===== src/rtl/core/tps_pkg.sv =====
// Shared types and constants for the two-axis PD servo stabilizer.
package tps_pkg;

    localparam int ANGLE_W   = 17;
    localparam int GAIN_W    = 12;
    localparam int CFG_W     = 12;
    localparam int CFG_IDX_W = 3;
    localparam int OUT_W     = 12;
    localparam int PROD_P_W  = GAIN_W + 1 + ANGLE_W;
    localparam int PROD_D_W  = GAIN_W + 1 + ANGLE_W + 1;
    localparam int ERR_W     = PROD_D_W + 1;

    localparam int PULSE_RESET = 1500;

    localparam logic [CFG_W-1:0] PITCH_P_RESET  = 12'd77;
    localparam logic [CFG_W-1:0] PITCH_D_RESET  = 12'd1408;
    localparam logic [CFG_W-1:0] ROLL_P_RESET   = 12'd154;
    localparam logic [CFG_W-1:0] ROLL_D_RESET   = 12'd1408;
    localparam logic [CFG_W-1:0] DEADBAND_RESET = 12'd128;
    localparam logic [CFG_W-1:0] PMIN_RESET     = 12'd250;
    localparam logic [CFG_W-1:0] PMAX_RESET     = 12'd1900;

    typedef enum logic [CFG_IDX_W-1:0] {
        CFG_PITCH_PROP  = 3'd0,
        CFG_PITCH_DERIV = 3'd1,
        CFG_ROLL_PROP   = 3'd2,
        CFG_ROLL_DERIV  = 3'd3,
        CFG_PITCH_DB    = 3'd4,
        CFG_ROLL_DB     = 3'd5,
        CFG_PULSE_MIN   = 3'd6,
        CFG_PULSE_MAX   = 3'd7
    } cfg_idx_t;

    typedef struct packed {
        logic [CFG_W-1:0] prop_gain;
        logic [CFG_W-1:0] deriv_gain;
        logic [CFG_W-1:0] deadband;
        logic [CFG_W-1:0] pulse_min;
        logic [CFG_W-1:0] pulse_max;
    } lane_cfg_t;

    typedef struct packed {
        logic load;
        logic advance;
    } lane_ctrl_t;

endpackage


===== src/rtl/core/two_axis_pd_servo_stabilizer.sv =====
// Two-axis PD servo stabilizer top level: config registers, lanes, output merge.
//
// Takes one pitch/roll sample pair per clock while in_stall is low and returns
// one pitch/roll pulse pair per item, in order. An accepted item waits in the
// first stage register and then in the output register, flagged by out_valid:
// one stage forms the deadbanded angle and the PD products, the second applies
// the clamp and pulse step, whose feedback through the pulse register sets the
// rate of one item per cycle while nothing stalls. The output register lets a
// new item enter while a result waits; in_stall rises only when both stages are
// full and out_stall is high. Write configuration only while the block is idle.
module two_axis_pd_servo_stabilizer #(
    parameter int PULSE_BITS      = 12,
    parameter int ANGLE_FRAC_BITS = 8,
    parameter int GAIN_FRAC_BITS  = 8
) (
    input  logic                                   clk,
    input  logic                                   rst_n,
    input  logic                                   cfg_write,
    input  logic [tps_pkg::CFG_IDX_W-1:0]          cfg_index,
    input  logic [tps_pkg::CFG_W-1:0]              cfg_data,
    input  logic                                   in_valid,
    output logic                                   in_stall,
    input  logic signed [tps_pkg::ANGLE_W-1:0]     pitch_angle,
    input  logic                                   pitch_valid,
    input  logic signed [tps_pkg::ANGLE_W-1:0]     roll_angle,
    input  logic                                   roll_valid,
    output logic                                   out_valid,
    input  logic                                   out_stall,
    output logic [tps_pkg::OUT_W-1:0]              pitch_pulse,
    output logic [tps_pkg::OUT_W-1:0]              roll_pulse
);

    tps_pkg::lane_cfg_t   pitch_cfg_reg, roll_cfg_reg;
    tps_pkg::lane_ctrl_t  ctrl;
    logic                 s1_valid_reg;
    logic                 out_valid_reg;
    logic                 out_ready;
    logic                 s1_adv;
    logic                 in_accept;
    logic [PULSE_BITS-1:0] pitch_new, roll_new;
    logic [tps_pkg::OUT_W-1:0] pitch_out_reg, roll_out_reg;

    always_ff @(posedge clk or negedge rst_n)
    begin
        if (!rst_n)
        begin
            pitch_cfg_reg.prop_gain  <= tps_pkg::PITCH_P_RESET;
            pitch_cfg_reg.deriv_gain <= tps_pkg::PITCH_D_RESET;
            pitch_cfg_reg.deadband   <= tps_pkg::DEADBAND_RESET;
            pitch_cfg_reg.pulse_min  <= tps_pkg::PMIN_RESET;
            pitch_cfg_reg.pulse_max  <= tps_pkg::PMAX_RESET;
            roll_cfg_reg.prop_gain   <= tps_pkg::ROLL_P_RESET;
            roll_cfg_reg.deriv_gain  <= tps_pkg::ROLL_D_RESET;
            roll_cfg_reg.deadband    <= tps_pkg::DEADBAND_RESET;
            roll_cfg_reg.pulse_min   <= tps_pkg::PMIN_RESET;
            roll_cfg_reg.pulse_max   <= tps_pkg::PMAX_RESET;
        end
        else if (cfg_write)
        begin
            case (tps_pkg::cfg_idx_t'(cfg_index))
                tps_pkg::CFG_PITCH_PROP:  pitch_cfg_reg.prop_gain  <= cfg_data;
                tps_pkg::CFG_PITCH_DERIV: pitch_cfg_reg.deriv_gain <= cfg_data;
                tps_pkg::CFG_ROLL_PROP:   roll_cfg_reg.prop_gain   <= cfg_data;
                tps_pkg::CFG_ROLL_DERIV:  roll_cfg_reg.deriv_gain  <= cfg_data;
                tps_pkg::CFG_PITCH_DB:    pitch_cfg_reg.deadband   <= cfg_data;
                tps_pkg::CFG_ROLL_DB:     roll_cfg_reg.deadband    <= cfg_data;
                tps_pkg::CFG_PULSE_MIN:
                begin
                    pitch_cfg_reg.pulse_min <= cfg_data;
                    roll_cfg_reg.pulse_min  <= cfg_data;
                end
                tps_pkg::CFG_PULSE_MAX:
                begin
                    pitch_cfg_reg.pulse_max <= cfg_data;
                    roll_cfg_reg.pulse_max  <= cfg_data;
                end
                default:
                begin
                end
            endcase
        end
    end

    assign out_ready    = !out_valid_reg || !out_stall;
    assign s1_adv       = s1_valid_reg && out_ready;
    assign in_stall     = s1_valid_reg && !out_ready;
    assign in_accept    = in_valid && !in_stall;
    assign ctrl.load    = in_accept;
    assign ctrl.advance = s1_adv;

    always_ff @(posedge clk or negedge rst_n)
    begin
        if (!rst_n)
        begin
            s1_valid_reg  <= 1'b0;
            out_valid_reg <= 1'b0;
        end
        else
        begin
            if (in_accept || s1_adv)
                s1_valid_reg <= in_accept;
            if (out_ready)
                out_valid_reg <= s1_valid_reg;
        end
    end

    tps_lane #(
        .NEGATE          (1'b0),
        .MAX_INCLUSIVE   (1'b0),
        .PULSE_BITS      (PULSE_BITS),
        .ANGLE_FRAC_BITS (ANGLE_FRAC_BITS),
        .GAIN_FRAC_BITS  (GAIN_FRAC_BITS)
    ) u_pitch (
        .clk          (clk),
        .rst_n        (rst_n),
        .cfg          (pitch_cfg_reg),
        .ctrl         (ctrl),
        .angle        (pitch_angle),
        .sample_valid (pitch_valid),
        .pulse        (pitch_new)
    );

    tps_lane #(
        .NEGATE          (1'b1),
        .MAX_INCLUSIVE   (1'b1),
        .PULSE_BITS      (PULSE_BITS),
        .ANGLE_FRAC_BITS (ANGLE_FRAC_BITS),
        .GAIN_FRAC_BITS  (GAIN_FRAC_BITS)
    ) u_roll (
        .clk          (clk),
        .rst_n        (rst_n),
        .cfg          (roll_cfg_reg),
        .ctrl         (ctrl),
        .angle        (roll_angle),
        .sample_valid (roll_valid),
        .pulse        (roll_new)
    );

    // merge both lanes into one output item
    always_ff @(posedge clk)
    begin
        if (s1_adv)
        begin
            pitch_out_reg <= tps_pkg::OUT_W'(pitch_new);
            roll_out_reg  <= tps_pkg::OUT_W'(roll_new);
        end
    end

    assign out_valid   = out_valid_reg;
    assign pitch_pulse = pitch_out_reg;
    assign roll_pulse  = roll_out_reg;

    a_stall_only_when_full: assert property (@(posedge clk) disable iff (!rst_n)
        in_stall |-> (s1_valid_reg && out_valid_reg))
        else $error("input stalled with a free stage");

    a_adv_fills_out: assert property (@(posedge clk) disable iff (!rst_n)
        s1_adv |=> out_valid_reg)
        else $error("advanced item lost before output");

    a_out_drains: assert property (@(posedge clk) disable iff (!rst_n)
        (out_valid_reg && !out_stall && !s1_valid_reg) |=> !out_valid_reg)
        else $error("taken item repeated");

    a_accept_fills_s1: assert property (@(posedge clk) disable iff (!rst_n)
        in_accept |=> s1_valid_reg)
        else $error("accepted item dropped");

endmodule


===== src/rtl/core/tps_lane.sv =====
// One axis lane: deadband, PD error products, history and pulse register.
module tps_lane #(
    parameter bit NEGATE          = 1'b0,
    parameter bit MAX_INCLUSIVE   = 1'b0,
    parameter int PULSE_BITS      = 12,
    parameter int ANGLE_FRAC_BITS = 8,
    parameter int GAIN_FRAC_BITS  = 8
) (
    input  logic                                   clk,
    input  logic                                   rst_n,
    input  tps_pkg::lane_cfg_t                     cfg,
    input  tps_pkg::lane_ctrl_t                    ctrl,
    input  logic signed [tps_pkg::ANGLE_W-1:0]     angle,
    input  logic                                   sample_valid,
    output logic [PULSE_BITS-1:0]                  pulse
);

    localparam int AW      = tps_pkg::ANGLE_W;
    localparam int EW      = tps_pkg::ERR_W;
    localparam int F       = ANGLE_FRAC_BITS + GAIN_FRAC_BITS;
    localparam int SCALE_W = PULSE_BITS + F + 2;
    localparam int SW      = (SCALE_W > EW + 1) ? SCALE_W : EW + 1;

    logic signed [AW-1:0]                 hist_reg, hist_next;
    logic signed [AW:0]                   angle_ext, mag;
    logic signed [AW-1:0]                 x;
    logic signed [AW:0]                   diff;
    logic signed [tps_pkg::PROD_P_W-1:0]  p_prod;
    logic signed [tps_pkg::PROD_D_W-1:0]  d_prod;
    logic signed [EW-1:0]                 err_reg, err_next;
    logic                                 vld_reg;
    logic [PULSE_BITS-1:0]                pulse_reg, pulse_next;
    logic signed [SW-1:0]                 s_val, min_sc, max_sc;
    logic signed [EW:0]                   err_adj, quot;
    logic                                 over_max;
    logic [PULSE_BITS-1:0]                lim_min, lim_max;

    // front: deadband, sign, products
    always_comb
    begin
        angle_ext = {angle[AW-1], angle};
        mag       = angle[AW-1] ? -angle_ext : angle_ext;
        if (mag < $signed({{(AW+1-tps_pkg::CFG_W){1'b0}}, cfg.deadband}))
        begin
            x = '0;
        end
        else if (NEGATE)
        begin
            if (angle == $signed({1'b1, {(AW-1){1'b0}}}))
                x = $signed({1'b0, {(AW-1){1'b1}}});
            else
                x = -angle;
        end
        else
        begin
            x = angle;
        end
        diff     = {x[AW-1], x} - {hist_reg[AW-1], hist_reg};
        p_prod   = $signed({1'b0, cfg.prop_gain}) * x;
        d_prod   = $signed({1'b0, cfg.deriv_gain}) * diff;
        err_next = EW'(p_prod) + EW'(d_prod);
        hist_next = sample_valid ? x : '0;
    end

    always_ff @(posedge clk or negedge rst_n)
    begin
        if (!rst_n)
        begin
            hist_reg <= '0;
        end
        else if (ctrl.load)
        begin
            hist_reg <= hist_next;
        end
    end

    always_ff @(posedge clk)
    begin
        if (ctrl.load)
        begin
            err_reg <= err_next;
            vld_reg <= sample_valid;
        end
    end

    // back: hold without a valid sample, else clamp against scaled limits, else step by truncated error
    always_comb
    begin
        lim_min  = PULSE_BITS'(cfg.pulse_min);
        lim_max  = PULSE_BITS'(cfg.pulse_max);
        s_val    = ($signed({{(SW-PULSE_BITS){1'b0}}, pulse_reg}) <<< F)
                   - $signed({{(SW-EW){err_reg[EW-1]}}, err_reg});
        min_sc   = $signed({{(SW-tps_pkg::CFG_W){1'b0}}, cfg.pulse_min}) <<< F;
        max_sc   = $signed({{(SW-tps_pkg::CFG_W){1'b0}}, cfg.pulse_max}) <<< F;
        err_adj  = {err_reg[EW-1], err_reg}
                   + (err_reg[EW-1] ? $signed((EW+1)'((1 << F) - 1)) : '0);
        quot     = err_adj >>> F;
        over_max = MAX_INCLUSIVE ? (s_val >= max_sc) : (s_val > max_sc);
        if (!vld_reg)
            pulse_next = pulse_reg;
        else if (s_val < min_sc)
            pulse_next = lim_min;
        else if (over_max)
            pulse_next = lim_max;
        else
            pulse_next = pulse_reg - quot[PULSE_BITS-1:0];
    end

    always_ff @(posedge clk or negedge rst_n)
    begin
        if (!rst_n)
        begin
            pulse_reg <= PULSE_BITS'(tps_pkg::PULSE_RESET);
        end
        else if (ctrl.advance)
        begin
            pulse_reg <= pulse_next;
        end
    end

    assign pulse = pulse_next;

endmodule

===== config.mk =====
export PLATFORM = sky130hd
export DESIGN_NAME = two_axis_pd_servo_stabilizer
export DESIGN_NICKNAME = d
export VERILOG_FILES = /design/src/rtl/core/tps_pkg.sv /design/src/rtl/core/two_axis_pd_servo_stabilizer.sv /design/src/rtl/core/tps_lane.sv
export SDC_FILE = /design/constraint.sdc
export NUM_CORES = 2
export LEC_CHECK = 0
export ABC_AREA = 1
export BUFFER_PORTS_ARGS = -buffer_cell sky130_fd_sc_hd__buf_4
export CAP_MARGIN = 25
export CORE_MARGIN = 4
export CORE_UTILIZATION = 50
export DETAILED_ROUTE_END_ITERATION = 7
export GPL_ROUTABILITY_DRIVEN = 0
export PLACE_DENSITY = 0.66
export RECOVER_POWER = 50
export SYNTH_ARGS = -nofsm -noshare
export SYNTH_HDL_FRONTEND = slang
export SYNTH_SLANG_ARGS = --single-unit

===== constraint.sdc =====
create_clock -name clk -period 25.2 [get_ports clk]
set_input_delay 2.52 -clock clk [delete_from_list [all_inputs] [get_ports clk]]
set_output_delay 2.52 -clock clk [all_outputs]
set_load 0.05 [all_outputs]

==> impl_results.md <==
* Via count at around 39000
* Ratio of final minimum period to clock period at 0.5615
* Area share of the largest cell type after synthesis at 0.3670
* Seq/Total Area, Yosys at 0.1339
* DR WL met3 at ~14 mm
* Clock Tree Root: clkbuf_16
* Tmin final at 14.15 ns
* Synth warnings at 0
* CTS Hold Bufs at 0
* Met2 routed WL at just over 60 mm
* Reg2reg setup slack at roughly 14 ns
* Final setup vio count at 0
* Final hold vios at 0
* Layout Skew at between 0.07 and 0.08 ns
* Die Span Y at about 320 um
* Clock slew at reported path FFs at 0.06 ns
* Post-CTS Setup Repair Bufs at 0
* Status: complete, but fails checks
* Worst Tran Pin Value at about 3.2 ns
* TritonRoute pass-1 iters at 6
* Most frequent cells in the layout: inv_1, nand2_1, fa_1
* Setup TNS at 0 ns
* Type of the worst setup path: primary input to flop
* Post-CTS Resized at 0
* Worst slack, placed at 10.55 ns
* M1 WL at around 61 mm
* Max stage delay on crit path at approximately 0.74 ns
* Port buffer count at between 80 and 90
* Top_reg_cell synth: dfrtp_1
* Min-delay worst type: flop to flop
* RSZ-0062 raised after global routing: false
* Routed Antenna Nets at 0
* Top Metal Used: met5
* FMAX at between 70 and 80 MHz
* Total Wirelength at between 100 and 150 mm
* Synth area leaders: fa_1, inv_1, ha_1
* Max-slew violation count at ~180
* Routed len/inst at about 19 um
* Max Cap Violations at 4
* Post-synth top area cell: fa_1
* Initial Util at 0.5048
* Residual DRC at 0
* Multi-input gate area at roughly 37000 um^2
* CTS H-Tree Depth at 1
* Flops & latches, synth at 246
* Clock Latency Late Sink at around 0.65 ns
* DIE WIDTH at 323.4 um
* IO Count at 82
* Violated checks: max-capacitance violations, max-slew violations
* CTS tree: done
* GRT Util Overall at 0.2810
* Largest net degree at the start of global routing at between 60 and 70
* Mapped Area at 49750 um^2
* Commonest non-fill, non-tap cell in the layout: inv_1
* Hpwl dp at around 120 mm
* Cells after Synth at between 6000 and 7000
* CP Launch Type: primary input
* CTS sink cnt at about 250
* Largest register FFs at 60
* Grt ovf at 0
* Critical path arrival at roughly 15 ns
* Final #Nets at around 7500
* Syn Area/Cell at between 8 and 9 um^2
* Post-synth EDFFs at 90
* Vias in the first global route at approximately 41000
* Core footprint at about 99000 um^2
* # fillers at 9203
* Initial antenna violation count at 7
* CP Data Required Time at roughly 26 ns
* Share of layout cells above drive strength 1 at 0.04840
* Total die area at around 100000 um^2
* Register area at between 6000 and 7000 um^2
* Share of flip-flops with an asynchronous set or reset at 0.6341
* Area grow syn2layout at 5.910%
* Setup WS post-layout at approximately 11 ns
* Bufs on Longest Clock Path at 3
* Slew HR at -1.157
* Global-route wire length before repair at about 230 mm
* 1st-iter DRT viols at approximately 3400
* CTS buffer count at 30
* Yosys cell types at 54
* Vias per cell at 5.318
* Rows at around 120
* Kind of end point of the critical path: flop
* Mapped Nets at about 7500
* Worst path slowest cell: a22oi_1
* Critical path fanouts, max at 36
## synthesized netlist by cell type, types with 4 or more instances
| library cell | count |
|---|---|
| inv_1 | 1463 |
| nand2_1 | 1225 |
| fa_1 | 912 |
| nor2_1 | 628 |
| ha_1 | 425 |
| a21oi_1 | 216 |
| o21ai_0 | 216 |
| nand3_1 | 160 |
| xor2_1 | 114 |
| dfrtp_1 | 113 |
| clkbuf_1 | 96 |
| edfxtp_1 | 90 |
| xnor2_1 | 53 |
| or2_2 | 49 |
| dfstp_2 | 43 |
| nor3_1 | 43 |
| nand4_1 | 30 |
| a21o_1 | 21 |
| inv_2 | 21 |
| buf_1 | 15 |
| a31oi_1 | 13 |
| buf_2 | 12 |
| clkinv_1 | 11 |
| nand2_2 | 11 |
| o211ai_1 | 11 |
| nand3b_1 | 10 |
| nand2_4 | 9 |
| nand3_2 | 9 |
| o21a_1 | 9 |
| nor4_1 | 8 |
| o2111ai_1 | 8 |
| o21ai_2 | 7 |
| o21bai_1 | 7 |
| a211oi_1 | 4 |
| a21boi_0 | 4 |
| a21boi_1 | 4 |
| o221ai_1 | 4 |
## metrics by stage
step | utilization | hold WS, ns | area [um^2] | cells
floorplan | - | 0.4530 | 49750 | 6103
global placement | 0.5240 | 0.4680 | 51650 | 7368
detailed placement | 0.5240 | 0.4735 | 51650 | 7368
CTS | 0.5353 | 0.4876 | 52760 | 7423
global route | 0.5345 | 0.5058 | 52680 | 7423
finish | 0.5346 | 0.4861 | 52690 | 7426
## final timing paths
check,start,end,depth (start not counted)
hold reg to reg,pitch_cfg_reg[30],pitch_cfg_reg[30],2
hold / removal,pitch_cfg_reg[30],pitch_cfg_reg[30],2
max in group asynchronous,rst_n,pitch_cfg_reg[52],3
setup reg to reg,roll_cfg_reg[31],u_roll.err_reg[27],41
min in group asynchronous,rst_n,out_valid,1
setup / recovery,roll_angle[0],u_roll.err_reg[27],47
## cells by family (layout without fill, tap and decap cells)
family / Yosys count / count (layout) / synth area share
other cells: 0 / 3 / 0
compound gates: 542 / 542 / 0.06069
fa+ha+maj: 1337 / 1337 / 0.4739
simple gates: 2188 / 2188 / 0.1788
flops: 246 / 246 / 0.1339
xor+xnor: 167 / 167 / 0.02940
buf+inv: 1623 / 1656 / 0.1234
## metal layers
| layer | track usage | vias to the layer above |
|---|---|---|
| met3 | 0.06932 | 305 |
| met5 | 0.004082 | - |
| met2 | 0.4358 | 1559 |
| met4 | 0.09521 | 8 |
| met1 | 0.3878 | 19340 |
| li1 | - | 18280 |
## worst max-delay path, delay by kind of cell
kind | cells | cell delay, ns
compound gates | 9 | 2.34
simple gates | 17 | 2.91
fa+ha+maj | 11 | 4.84
xor+xnor | 2 | 0.39
buf+inv | 8 | 1.51
## area by class of cell
type | count | area share
Multi-Input combinational cell | 4234 | 0.7015
Sequential cell | 246 | 0.1264
Inverter | 1495 | 0.1065
Tap cell | 1287 | 0.03056
Clock buffer | 39 | 0.01667
Timing Repair Buffer | 106 | 0.01375
Clock inverter | 16 | 0.004488
Antenna cell | 3 | 0.0001425
Power is not shown: default switching activity piles up to over one toggle a cycle in this logic, so the estimate is an artifact.
